===== config.mk =====
export PLATFORM = sky130hd
export DESIGN_NAME = priority_ready_queue_flat
export DESIGN_NICKNAME = d
export VERILOG_FILES = /design/src/rtl/prq_pkg.sv /design/src/rtl/prq_if.sv /design/src/rtl/prq_ctrl.sv /design/src/rtl/prq_dp.sv /design/src/rtl/priority_ready_queue.sv /design/src/flat_wrapper.sv
export SDC_FILE = /design/constraint.sdc
export NUM_CORES = 1
export LEC_CHECK = 0
export BUFFER_PORTS_ARGS = -buffer_cell sky130_fd_sc_hd__buf_2
export CORE_MARGIN = 2
export CORE_UTILIZATION = 29
export DETAILED_ROUTE_END_ITERATION = 10
export GPL_TIMING_DRIVEN = 0
export HOLD_SLACK_MARGIN = 0.12
export SLEW_MARGIN = 10
export SYNTH_ARGS = -nofsm -noshare
export SYNTH_HDL_FRONTEND = slang
export SYNTH_HIERARCHICAL = 1
export SYNTH_SLANG_ARGS = --single-unit

===== constraint.sdc =====
create_clock -name clk -period 12.8 [get_ports clk]
set_clock_uncertainty 0.05 [all_clocks]
set_input_delay 2.56 -clock clk [delete_from_list [all_inputs] [get_ports clk]]
set_output_delay 2.56 -clock clk [all_outputs]
set_load 0.01 [all_outputs]

===== src/rtl/prq_pkg.sv =====
// Shared constants, codes and control types of the priority ready queue.
package prq_pkg;

	localparam int NUM_LEVELS = 32;
	localparam int MAX_TASKS  = 64;
	localparam int LEVEL_W    = $clog2(NUM_LEVELS);
	localparam int TASK_W     = $clog2(MAX_TASKS);
	localparam int OP_W       = 2;

	// Request operation codes. The fourth code is a no-op.
	typedef enum logic [OP_W-1:0] {
		OP_APPEND = 2'd0,
		OP_REMOVE = 2'd1,
		OP_MOVE   = 2'd2
	} prq_op_t;

	typedef enum logic [2:0] {
		ST_IDLE,
		ST_EXEC,
		ST_APPEND,
		ST_FIND,
		ST_RESULT
	} prq_state_t;

	// Commands from the sequencer to the datapath.
	typedef struct packed {
		logic idle;
		logic exec;
		logic remove;
		logic append;
		logic find;
		logic load_out;
	} prq_cmd_t;

	// Status from the datapath to the sequencer.
	typedef struct packed {
		logic [OP_W-1:0] op;
		logic            busy;
		logic            req_valid;
		logic            out_free;
	} prq_sts_t;

endpackage


===== src/rtl/prq_if.sv =====
// Request and result channel interfaces of the priority ready queue.
interface prq_req_if;
	import prq_pkg::*;
	logic               valid;
	logic               ready;
	logic [OP_W-1:0]    op;
	logic [TASK_W-1:0]  task_id;
	logic [LEVEL_W-1:0] priority_req;

	modport source (output valid, op, task_id, priority_req, input ready);
	modport sink   (input valid, op, task_id, priority_req, output ready);
endinterface

interface prq_rsp_if;
	import prq_pkg::*;
	logic               valid;
	logic               ready;
	logic               high_valid;
	logic [TASK_W-1:0]  high_task;
	logic [LEVEL_W-1:0] high_priority;

	modport source (output valid, high_valid, high_task, high_priority, input ready);
	modport sink   (input valid, high_valid, high_task, high_priority, output ready);
endinterface


===== src/rtl/prq_ctrl.sv =====
// Sequencer of the priority ready queue: steps one request through its phases.
module prq_ctrl (
	input  logic               clk,
	input  logic               arst_n,
	input  prq_pkg::prq_sts_t  sts,
	output prq_pkg::prq_cmd_t  cmd
);
	import prq_pkg::*;

	prq_state_t state_q;
	prq_state_t state_d;
	logic       unlinks;

	// Remove and move unlink the task first, and only from a nonempty level.
	assign unlinks = ((sts.op == OP_REMOVE) || (sts.op == OP_MOVE)) && sts.busy;

	always_ff @(posedge clk or negedge arst_n) begin
		if (!arst_n) begin
			state_q <= ST_IDLE;
		end else begin
			state_q <= state_d;
		end
	end

	always_comb begin
		state_d = state_q;
		case (state_q)
			ST_IDLE: begin
				if (sts.req_valid) begin
					state_d = ST_EXEC;
				end
			end
			ST_EXEC: begin
				case (sts.op)
					OP_APPEND: state_d = ST_APPEND;
					OP_MOVE:   state_d = sts.busy ? ST_APPEND : ST_FIND;
					default:   state_d = ST_FIND;
				endcase
			end
			ST_APPEND: state_d = ST_FIND;
			ST_FIND:   state_d = ST_RESULT;
			ST_RESULT: begin
				if (sts.out_free) begin
					state_d = ST_IDLE;
				end
			end
			default: state_d = ST_IDLE;
		endcase
	end

	always_comb begin
		cmd = '0;
		case (state_q)
			ST_IDLE:   cmd.idle = 1'b1;
			ST_EXEC: begin
				cmd.exec   = 1'b1;
				cmd.remove = unlinks;
			end
			ST_APPEND: cmd.append = 1'b1;
			ST_FIND:   cmd.find = 1'b1;
			ST_RESULT: cmd.load_out = sts.out_free;
			default:   cmd = '0;
		endcase
	end

endmodule


===== src/rtl/prq_dp.sv =====
// Datapath of the priority ready queue: link tables, ready bitmap and result register.
module prq_dp (
	input  logic              clk,
	input  logic              arst_n,
	input  prq_pkg::prq_cmd_t cmd,
	output prq_pkg::prq_sts_t sts,
	prq_req_if.sink           req,
	prq_rsp_if.source         rsp
);
	import prq_pkg::*;

	// Accepted request.
	logic [OP_W-1:0]    op_q;
	logic [TASK_W-1:0]  task_q;
	logic [LEVEL_W-1:0] prio_q;

	logic [NUM_LEVELS-1:0] bitmap_q;

	// Per-level head and tail, per-task links.
	logic [TASK_W-1:0] head_mem [NUM_LEVELS];
	logic [TASK_W-1:0] tail_mem [NUM_LEVELS];
	logic [TASK_W-1:0] next_mem [MAX_TASKS];
	logic [TASK_W-1:0] prev_mem [MAX_TASKS];

	logic [TASK_W-1:0] head_rd_q;
	logic [TASK_W-1:0] tail_rd_q;
	logic [TASK_W-1:0] next_rd_q;
	logic [TASK_W-1:0] prev_rd_q;

	// Level state after the unlink step, used by the append step.
	logic [TASK_W-1:0] cur_head_q;
	logic [TASK_W-1:0] cur_tail_q;
	logic              cur_busy_q;

	logic [LEVEL_W-1:0] top_lvl_q;
	logic               top_any_q;

	logic               out_valid_q;
	logic               out_high_valid_q;
	logic [TASK_W-1:0]  out_task_q;
	logic [LEVEL_W-1:0] out_prio_q;

	logic               accept;
	logic               busy;
	logic               is_head;
	logic               is_tail;
	logic               only_one;
	logic [TASK_W-1:0]  new_head;
	logic [TASK_W-1:0]  new_tail;
	logic [LEVEL_W-1:0] lvl_raddr;
	logic [LEVEL_W-1:0] ffs_lvl;

	logic               lvl_we;
	logic [TASK_W-1:0]  lvl_whead;
	logic [TASK_W-1:0]  lvl_wtail;
	logic               next_we;
	logic [TASK_W-1:0]  next_waddr;
	logic [TASK_W-1:0]  next_wdata;
	logic               prev_we;
	logic [TASK_W-1:0]  prev_waddr;
	logic [TASK_W-1:0]  prev_wdata;

	assign accept    = req.valid && cmd.idle;
	assign req.ready = cmd.idle;

	assign busy     = bitmap_q[prio_q];
	assign is_head  = (head_rd_q == task_q);
	assign is_tail  = (tail_rd_q == task_q);
	assign only_one = is_head && is_tail;
	assign new_head = (cmd.remove && is_head) ? next_rd_q : head_rd_q;
	assign new_tail = (cmd.remove && is_tail) ? prev_rd_q : tail_rd_q;

	assign sts.op        = op_q;
	assign sts.busy      = busy;
	assign sts.req_valid = req.valid;
	assign sts.out_free  = !out_valid_q || rsp.ready;

	// Lowest-numbered set bit of the ready bitmap.
	always_comb begin
		ffs_lvl = '0;
		for (int i = NUM_LEVELS - 1; i >= 0; i--) begin
			if (bitmap_q[i]) begin
				ffs_lvl = LEVEL_W'(i);
			end
		end
	end

	// Outside idle the level port follows the lowest busy level, so the head read at the
	// find step stays put while a finished result waits for the result register.
	always_comb begin
		if (cmd.idle) begin
			lvl_raddr = req.priority_req;
		end else begin
			lvl_raddr = ffs_lvl;
		end
	end

	always_comb begin
		lvl_we     = 1'b0;
		lvl_whead  = new_head;
		lvl_wtail  = new_tail;
		next_we    = 1'b0;
		next_waddr = prev_rd_q;
		next_wdata = is_tail ? task_q : next_rd_q;
		prev_we    = 1'b0;
		prev_waddr = next_rd_q;
		prev_wdata = prev_rd_q;
		if (cmd.exec && cmd.remove && !only_one) begin
			lvl_we  = 1'b1;
			next_we = !is_head;
			prev_we = !is_head && !is_tail;
		end else if (cmd.append) begin
			lvl_we    = 1'b1;
			lvl_wtail = task_q;
			if (cur_busy_q) begin
				lvl_whead  = cur_head_q;
				next_we    = 1'b1;
				next_waddr = cur_tail_q;
				next_wdata = task_q;
				prev_we    = 1'b1;
				prev_waddr = task_q;
				prev_wdata = cur_tail_q;
			end else begin
				lvl_whead = task_q;
			end
		end
	end

	always_ff @(posedge clk) begin
		if (lvl_we) begin
			head_mem[prio_q] <= lvl_whead;
			tail_mem[prio_q] <= lvl_wtail;
		end
		head_rd_q <= head_mem[lvl_raddr];
		tail_rd_q <= tail_mem[lvl_raddr];
	end

	always_ff @(posedge clk) begin
		if (next_we) begin
			next_mem[next_waddr] <= next_wdata;
		end
		next_rd_q <= next_mem[req.task_id];
	end

	always_ff @(posedge clk) begin
		if (prev_we) begin
			prev_mem[prev_waddr] <= prev_wdata;
		end
		prev_rd_q <= prev_mem[req.task_id];
	end

	always_ff @(posedge clk) begin
		if (accept) begin
			op_q   <= req.op;
			task_q <= req.task_id;
			prio_q <= req.priority_req;
		end
		if (cmd.exec) begin
			cur_head_q <= new_head;
			cur_tail_q <= new_tail;
		end
		if (cmd.find) begin
			top_lvl_q <= ffs_lvl;
		end
		if (cmd.load_out) begin
			out_high_valid_q <= top_any_q;
			out_task_q       <= top_any_q ? head_rd_q : '0;
			out_prio_q       <= top_any_q ? top_lvl_q : '0;
		end
	end

	always_ff @(posedge clk or negedge arst_n) begin
		if (!arst_n) begin
			bitmap_q    <= '0;
			cur_busy_q  <= 1'b0;
			top_any_q   <= 1'b0;
			out_valid_q <= 1'b0;
		end else begin
			if (cmd.exec) begin
				cur_busy_q <= busy && !(cmd.remove && only_one);
				if (cmd.remove && only_one) begin
					bitmap_q[prio_q] <= 1'b0;
				end
			end
			if (cmd.append && !cur_busy_q) begin
				bitmap_q[prio_q] <= 1'b1;
			end
			if (cmd.find) begin
				top_any_q <= |bitmap_q;
			end
			if (cmd.load_out) begin
				out_valid_q <= 1'b1;
			end else if (rsp.ready) begin
				out_valid_q <= 1'b0;
			end
		end
	end

	assign rsp.valid         = out_valid_q;
	assign rsp.high_valid    = out_high_valid_q;
	assign rsp.high_task     = out_task_q;
	assign rsp.high_priority = out_prio_q;

endmodule


===== src/rtl/priority_ready_queue.sv =====
// Top level of the priority ready queue: sequencer and datapath.
//
// The block keeps one FIFO of task ids for each of 32 priority levels,
// linked through per-task next and previous tables, plus a ready bitmap.
// Requests arrive on the req channel (op, task_id, priority_req): append
// the task to its level, remove it, or move it to the tail of its level.
// For every request beat exactly one result beat leaves on the rsp
// channel: the head task of the lowest-numbered nonempty level, that
// level, and high_valid; with every level empty all three fields are 0.
// A request runs through the exec, find and result steps; append, and a
// move on a nonempty level, add an append step between exec and find,
// since each table has a single write port and the unlink writes of a
// move take the exec step.
// The next request is accepted the cycle after the result is loaded, so
// a new request is never taken while the sequencer works on an earlier one.
// The result register frees the input side: a new request is accepted
// and processed while an earlier result still waits on rsp. If the
// receiver stalls, a second result holds in the sequencer until the
// register drains. Reset (arst_n, asynchronous) empties the bitmap and
// the result register; the link tables need no clearing.
module priority_ready_queue (
	input logic       clk,
	input logic       arst_n,
	prq_req_if.sink   req,
	prq_rsp_if.source rsp
);
	import prq_pkg::*;

	prq_cmd_t cmd;
	prq_sts_t sts;

	// Sequencer: decides which phase runs each cycle.
	prq_ctrl u_ctrl (
		.clk    (clk),
		.arst_n (arst_n),
		.sts    (sts),
		.cmd    (cmd)
	);

	// Datapath: tables, bitmap, find-first-set and the result register.
	prq_dp u_dp (
		.clk    (clk),
		.arst_n (arst_n),
		.cmd    (cmd),
		.sts    (sts),
		.req    (req),
		.rsp    (rsp)
	);

endmodule


===== src/flat_wrapper.sv =====
// flat-port wrapper written by rule: the top's interface ports become plain ports
module priority_ready_queue_flat import prq_pkg::*;
  (clk, arst_n, req_valid, req_op, req_task_id, req_priority_req, req_ready, rsp_valid, rsp_high_valid, rsp_high_task, rsp_high_priority, rsp_ready);
  prq_req_if req_i ();
  prq_rsp_if rsp_i ();
  input logic clk;
  input logic arst_n;
  input wire logic [$bits(req_i.valid)-1:0] req_valid;
  input wire logic [$bits(req_i.op)-1:0] req_op;
  input wire logic [$bits(req_i.task_id)-1:0] req_task_id;
  input wire logic [$bits(req_i.priority_req)-1:0] req_priority_req;
  output wire logic [$bits(req_i.ready)-1:0] req_ready;
  output wire logic [$bits(rsp_i.valid)-1:0] rsp_valid;
  output wire logic [$bits(rsp_i.high_valid)-1:0] rsp_high_valid;
  output wire logic [$bits(rsp_i.high_task)-1:0] rsp_high_task;
  output wire logic [$bits(rsp_i.high_priority)-1:0] rsp_high_priority;
  input wire logic [$bits(rsp_i.ready)-1:0] rsp_ready;
  assign req_i.valid = req_valid;
  assign req_i.op = req_op;
  assign req_i.task_id = req_task_id;
  assign req_i.priority_req = req_priority_req;
  assign req_ready = req_i.ready;
  assign rsp_valid = rsp_i.valid;
  assign rsp_high_valid = rsp_i.high_valid;
  assign rsp_high_task = rsp_i.high_task;
  assign rsp_high_priority = rsp_i.high_priority;
  assign rsp_i.ready = rsp_ready;
  priority_ready_queue u_core (.clk(clk), .arst_n(arst_n), .req(req_i), .rsp(rsp_i));
endmodule

==> metrics.txt, run 1 <==
floorplan row count 153; Skew-Pair Late Insertion Delay 0.73 ns; clock tree root driver cell sky130_fd_sc_hd__clkbuf_16; synth warn 6; clock buffer depth 3; Min Hold Slack 0.4573 ns; post-placement cell count 5078; final number of max-transition violations 0; Tcrit/Tclk final 52.43%; fraction of layout instances using a drive strength above 1 22.32%; launching instance or port of the critical path u_core/u_dp/prio_q[0]; largest net degree at the start of global routing 69; Area Overhead vs Synth 14.11%; routed len/inst 23.71 um; portion of synthesized cell area occupied by the leading cell type 71.10%; cell area after layout 0.05755 sq mm; number of vias in the routed layout 26470; setup repair after global routing missed its margin false; number of enable-type register cells in the synthesized netlist 1194; detailed placer's ending HPWL 83360 um; number of clock buffers inserted by TritonCTS 113; Port-buffer cells 30; worst min path class flop to flop; initial antenna violation count 3; cts repair resizes 0; run status completed; worst reg2reg path startpoint u_core/u_dp/prio_q[0]; die width 421 um; Final Critical Period 6.711 ns; global-route wire length before repair 182400 um; topmost layer with routed signal wires met4; highest net fanout along the worst path 38; Synth Cell Area 0.05043 sq mm; Pleak 17.83 nW; FF+latch count, synth 1256; sequential area share after synthesis 73.94%; Routed Antenna Nets 0; routed wl met2 61110 um; met1 wire length 52760 um; net total in the final layout 2888; number of placed I/O pins 31; CTS tree built; endpoint type of the worst setup path flop; library cells used by synthesis 60; number of standard cells in the layout, taps in and fillers out 5293; most frequent cells after synthesis sky130_fd_sc_hd__edfxtp_1 (1194), sky130_fd_sc_hd__mux4_2 (306), sky130_fd_sc_hd__nand2_1 (261); standard cell core area 0.1732 sq mm; Worst setup SP type flop; post-synthesis instance total 2716; total wire length after detailed routing 125500 um; Die Height 421 um; fmax 149.0 MHz; setup violators final 0; Cell Area, Placed 0.05366 sq mm; Reg2Reg Setup Slack 6.09 ns; final hold vios 0; actual transition at the worst max-transition pin 1.268 ns; Final TNS setup 0 ns; Critical Path Sink u_core/u_dp/next_mem[52][3]; fraction of registers with async set or reset after synthesis 3.025%; DRC violation count after routing 0; power per unit of standard cell area 229.3 mW/mm^2; worst endpoint data arrival time 7.01 ns; # Post-CTS Setup Buffers 0; utilization after layout 33.22%; Post-Synthesis Mean Instance Area 18.57 sq um; total number of H-tree levels 3; number of clock sinks 1256; end of the worst register-to-register path u_core/u_dp/next_mem[52][3]; total of hold buffers inserted after clock tree synthesis 0; wire length on met3 8461 um; gpl congestion 0.8514; Avg Vias per Cell 5.001; WP data required 13.10 ns; Detailed Route Iter0 Violations 3232; worst reg2reg path depth 14; total congestion overflow after global routing 0; most used flip-flop cell after synthesis sky130_fd_sc_hd__edfxtp_1; Clock transition at path regs 0.07 ns; first drt pass iteration count 5; reported max-cap violation count 0; max-slew headroom at the worst pin 15.18%; number of nets produced by synthesis 2735; vias in the first global route 25810; die footprint 0.1772 sq mm; starting density of the core 29.11%; top cell type by total area after synthesis sky130_fd_sc_hd__edfxtp_1; Critical Setup Path Class flop to flop; overall fraction of global-route tracks in use 13.83%; most area-consuming cells after synthesis sky130_fd_sc_hd__edfxtp_1 (71%), sky130_fd_sc_hd__mux4_2 (14%), sky130_fd_sc_hd__nand2_1 (1.9%); largest voltage drop on the vdd net 0.1328 mV; most frequent cell after synthesis sky130_fd_sc_hd__edfxtp_1
metal layers:
layer	up-vias	global-route usage [%]
met5	-	0
met4	0	3.513
met3	213	2.258
met2	1050	22.68
met1	13960	19.13
li1	11250	-
layout make-up:
class	count	area [sq um]
buffer	144	618.1
timing repair buffer	38	286.5
antenna	2	5.005
sequential	1256	37290
tap	2325	2909
fill	16380	115700
clock inverter	70	721.9
inverter	24	90.09
clock buffer	142	3092
multi-input combinational	1292	12540
cells by family (layout without fill, tap and decap cells):
family          after synthesis  in the layout  synth area share, %
mux                         402            402                15.70
compound gates              247            247                3.106
flops                      1256           1256                73.94
buf+inv                     168            418                1.402
simple gates                628            628                5.575
xor+xnor                     13             13               0.2258
fa+ha+maj                     2              2              0.04961
other cells                   0              2                    0
worst min-delay path by stage:
stage / startpoint / to / cells after the start
2_1_floorplan: u_core/u_dp/top_any_q / u_core/u_dp/rsp.high_valid / 0
5_1_grt: u_core/u_dp/top_any_q / u_core/u_dp/rsp.high_valid / 0
3_5_place_dp: u_core/u_dp/top_any_q / u_core/u_dp/rsp.high_valid / 0
6_report: u_core/u_dp/top_any_q / u_core/u_dp/rsp.high_valid / 0
4_1_cts: u_core/u_dp/top_any_q / u_core/u_dp/rsp.high_valid / 0
3_3_place_gp: u_core/u_dp/top_any_q / u_core/u_dp/rsp.high_valid / 0
critical path: stages, from the launching register on:
cell and delay, ns:
sky130_fd_sc_hd__edfxtp_1 0.52, sky130_fd_sc_hd__buf_1 0.52, sky130_fd_sc_hd__mux4_2 0.36, sky130_fd_sc_hd__o22ai_1 0.09
sky130_fd_sc_hd__nor4_1 0.71, sky130_fd_sc_hd__buf_4 0.23, sky130_fd_sc_hd__and3_1 0.13, sky130_fd_sc_hd__clkbuf_1 0.35
sky130_fd_sc_hd__a31oi_2 0.42, sky130_fd_sc_hd__mux2i_1 0.98, sky130_fd_sc_hd__inv_2 0.55, sky130_fd_sc_hd__buf_12 0.33
sky130_fd_sc_hd__nor2_1 0.14, sky130_fd_sc_hd__nand2_1 0.31, sky130_fd_sc_hd__nor2_1 0.60
placed cells by master (no fill, tap or decap), types with 11 or more instances in the layout:
master and count:
sky130_fd_sc_hd__a211o_1 11, sky130_fd_sc_hd__o22ai_1 13, sky130_fd_sc_hd__mux2_2 45, sky130_fd_sc_hd__xor2_1 12
sky130_fd_sc_hd__a221o_1 14, sky130_fd_sc_hd__and2_1 19, sky130_fd_sc_hd__mux4_2 306, sky130_fd_sc_hd__clkbuf_16 117
sky130_fd_sc_hd__nor2_1 171, sky130_fd_sc_hd__buf_1 24, sky130_fd_sc_hd__o32ai_1 13, sky130_fd_sc_hd__nand3_1 42
sky130_fd_sc_hd__clkinv_1 19, sky130_fd_sc_hd__dfrtp_1 38, sky130_fd_sc_hd__nand2_1 261, sky130_fd_sc_hd__nor4_1 12
sky130_fd_sc_hd__and3_1 14, sky130_fd_sc_hd__edfxtp_1 1194, sky130_fd_sc_hd__clkinv_2 24, sky130_fd_sc_hd__bufinv_16 11
sky130_fd_sc_hd__buf_2 53, sky130_fd_sc_hd__a31oi_1 24, sky130_fd_sc_hd__nor2_2 26, sky130_fd_sc_hd__dfxtp_1 24
sky130_fd_sc_hd__mux2i_1 43, sky130_fd_sc_hd__a21oi_1 45, sky130_fd_sc_hd__clkbuf_1 105, sky130_fd_sc_hd__nor3_1 21
sky130_fd_sc_hd__inv_1 20, sky130_fd_sc_hd__nor4_2 11, sky130_fd_sc_hd__o21ai_0 96
per-stage QoR:
| step | setup WS, ns | total power, mW |
|---|---|---|
| final | 6.089 | 13.19 |
| after global placement | 5.415 | 9.713 |
| after floorplan | 7.612 | 8.124 |
| after CTS | 6.208 | 13.26 |
| after detailed placement | 6.242 | 9.781 |
| after global routing | 5.866 | 13.75 |
flip-flops by register name, indices dropped and copies added, names as in the netlist, 32 cells and up:
register,count
u_core/u_dp/bitmap_q,32
u_core/u_dp/head_mem,192
u_core/u_dp/next_mem,384
u_core/u_dp/prev_mem,384
u_core/u_dp/tail_mem,192
report_power, final:
part / total, mW / switching [mW] / internal, mW
sequential: 5.35 / 0.157 / 5.19
clock: 3.47 / 1.53 / 1.94
combinational: 4.37 / 2.95 / 1.43
total: 13.2 / 4.63 / 8.56
Note: power is estimated with default switching activity, not from simulation.
==> inputs of run 2 (changes only) <==
==> constraint.sdc (replaced) <==
create_clock -name clk -period 5.7 [get_ports clk]
set_clock_uncertainty 0.05 [all_clocks]
set_input_delay 1.14 -clock clk [delete_from_list [all_inputs] [get_ports clk]]
set_output_delay 1.14 -clock clk [all_outputs]
set_load 0.01 [all_outputs]
==> run 2 against run 1 <==
Clock-buffer cell count unchanged. Combinational power grew 130%. Clock power increased by 120%. Maximum frequency grew 22%. Sequential cell count unchanged. First-iteration DRC count up 1.5%. Die area is the same. Sequential share of layout area is 0.27 points lower. Non-clock buffer count increased by 3. Largest power group unchanged. Highest routed layer unchanged.
==> metrics.txt, run 2 (synthesized netlist as in run 1, its figures left out) <==
final hold vios 0; actual transition at the worst max-transition pin 1.245 ns; Skew-Pair Late Insertion Delay 0.73 ns; Port-buffer cells 30; Pleak 17.87 nW; Die Height 421 um; Final Critical Period 5.491 ns; total wire length after detailed routing 125900 um; Reg2Reg Setup Slack 0.21 ns; CTS tree built; highest net fanout along the worst path 50; worst reg2reg path startpoint u_core/u_dp/prio_q[0]; max-slew headroom at the worst pin 16.70%; post-layout power 29.71 mW; starting density of the core 29.11%; gpl congestion 0.8514; Min Hold Slack 0.4576 ns; leading cell types in the layout, fill and taps excluded sky130_fd_sc_hd__edfxtp_1 (1194), sky130_fd_sc_hd__mux4_2 (306), sky130_fd_sc_hd__nand2_1 (259); Final TNS setup 0 ns; end of the worst register-to-register path u_core/u_dp/next_mem[17][3]; launch instance of the worst min-delay path u_core/u_dp/top_any_q; setup repair after global routing missed its margin false; clock tree root driver cell sky130_fd_sc_hd__clkbuf_16; reported max-cap violation count 0; final number of max-transition violations 0; Critical Setup Path Class flop to flop; Routed Antenna Nets 0; Tcrit/Tclk final 96.34%; clock buffer depth 3; die width 421 um; run status completed; total of hold buffers inserted after clock tree synthesis 0; Worst setup SP type flop; floorplan row count 153; endpoint type of the worst setup path flop; worst reg2reg path depth 14; most frequent standard cell in the layout excluding fill and tap cells sky130_fd_sc_hd__edfxtp_1; fmax 182.1 MHz; vias in the first global route 25830; setup violators final 0; worst min path class flop to flop; Post-Place Worst Slack -0.8584 ns; antenna diode count 0; first drt pass iteration count 6; standard cell core area 0.1732 sq mm; largest net degree at the start of global routing 69; endpoint of the worst hold-timing path u_core/u_dp/rsp.high_valid; DRC violation count after routing 0; Clock transition at path regs 0.07 ns; largest voltage drop on the vdd net 0.2980 mV; routed len/inst 23.79 um; fraction of layout instances using a drive strength above 1 24.65%; worst endpoint data arrival time 5.80 ns; global-route wire length before repair 182700 um; Detailed Route Iter0 Violations 3280; number of placed I/O pins 31; overall fraction of global-route tracks in use 13.86%; power per unit of standard cell area 514.1 mW/mm^2; number of clock sinks 1256; Fill cells 16370; number of vias in the routed layout 26390; Final Worst Setup Slack 0.2087 ns; number of clock buffers inserted by TritonCTS 113; detailed placer's ending HPWL 83360 um; total congestion overflow after global routing 0; die footprint 0.1772 sq mm; Area Overhead vs Synth 14.59%; registers with the most flip-flops u_core/u_dp/next_mem x384, u_core/u_dp/prev_mem x384; cell depth of the worst hold path 0; total number of H-tree levels 3; WP data required 6.01 ns; Avg Vias per Cell 4.984; net total in the final layout 2891; initial antenna violation count 3
==> run 2: layer usage <==
metal / track usage (%) / share of wire (%)
met5: 0 / 0
met1: 19.21 / 43
met2: 22.78 / 49
met4: 3.441 / 2.4
met3: 2.183 / 6.3
==> run 2: critical path: stages, from the launching register on <==
cell and delay, ns:
sky130_fd_sc_hd__edfxtp_1 0.53, sky130_fd_sc_hd__buf_2 0.34, sky130_fd_sc_hd__mux4_2 0.56, sky130_fd_sc_hd__o32ai_1 0.20
sky130_fd_sc_hd__nor4_2 0.14, sky130_fd_sc_hd__buf_4 0.15, sky130_fd_sc_hd__and3_1 0.13, sky130_fd_sc_hd__clkbuf_1 0.24
sky130_fd_sc_hd__a31oi_4 0.44, sky130_fd_sc_hd__mux2i_1 0.68, sky130_fd_sc_hd__inv_2 0.32, sky130_fd_sc_hd__buf_12 0.27
sky130_fd_sc_hd__nor2_1 0.22, sky130_fd_sc_hd__nand2_2 0.36, sky130_fd_sc_hd__nor2_2 0.46
==> run 2: how the worst max path moves through the flow <==
stage / cells after the start / end / slack [ns] / from
final: 14 / u_core/u_dp/next_mem[17][3] / 0.21 / u_core/u_dp/prio_q[0]
after global routing: 15 / u_core/u_dp/next_mem[45][5] / 0.009 / u_core/u_dp/prio_q[0]
after CTS: 15 / u_core/u_dp/next_mem[6][5] / -0.04 / u_core/u_dp/prio_q[1]
after detailed placement: 14 / u_core/u_dp/next_mem[48][0] / -0.86 / u_core/u_dp/prio_q[0]
after global placement: 13 / u_core/u_dp/next_mem[53][3] / -1.69 / u_core/u_dp/prio_q[0]
after floorplan: 14 / u_core/u_dp/next_mem[10][0] / 1.18 / u_core/u_dp/prio_q[0]
==> run 2: area by class of cell <==
| class | count | area, sq um | area share (%) |
|---|---|---|---|
| sequential | 1256 | 37290 | 64.52 |
| multi-input combinational | 1292 | 12760 | 22.08 |
| clock buffer | 142 | 3092 | 5.350 |
| tap | 2325 | 2909 | 5.034 |
| clock inverter | 70 | 721.9 | 1.249 |
| buffer | 144 | 620.6 | 1.074 |
| timing repair buffer | 41 | 309.0 | 0.5348 |
| inverter | 24 | 90.09 | 0.1559 |
==> run 2: report_power, final <==
group / internal, mW / switching [mW]
sequential: 11.7 / 0.359
combinational: 3.22 / 6.67
clock: 4.37 / 3.43
total: 19.2 / 10.5
==> run 2: stage by stage <==
step	cells	cell area (sq um)	util (%)
4_1_cts	5290	57630	33.26
3_3_place_gp	5071	53490	30.87
2_1_floorplan	2716	50430	-
3_5_place_dp	5078	53660	30.97
6_report	5294	57790	33.35
5_1_grt	5294	57790	33.35
==> run 2: what timing repair did <==
action	4_1_cts	5_1_grt
pin swaps	0	1
hold endpoints to repair	0	0
gates resized for setup	51	24
setup buffers	0	3
endpoints found under the setup margin	384	384
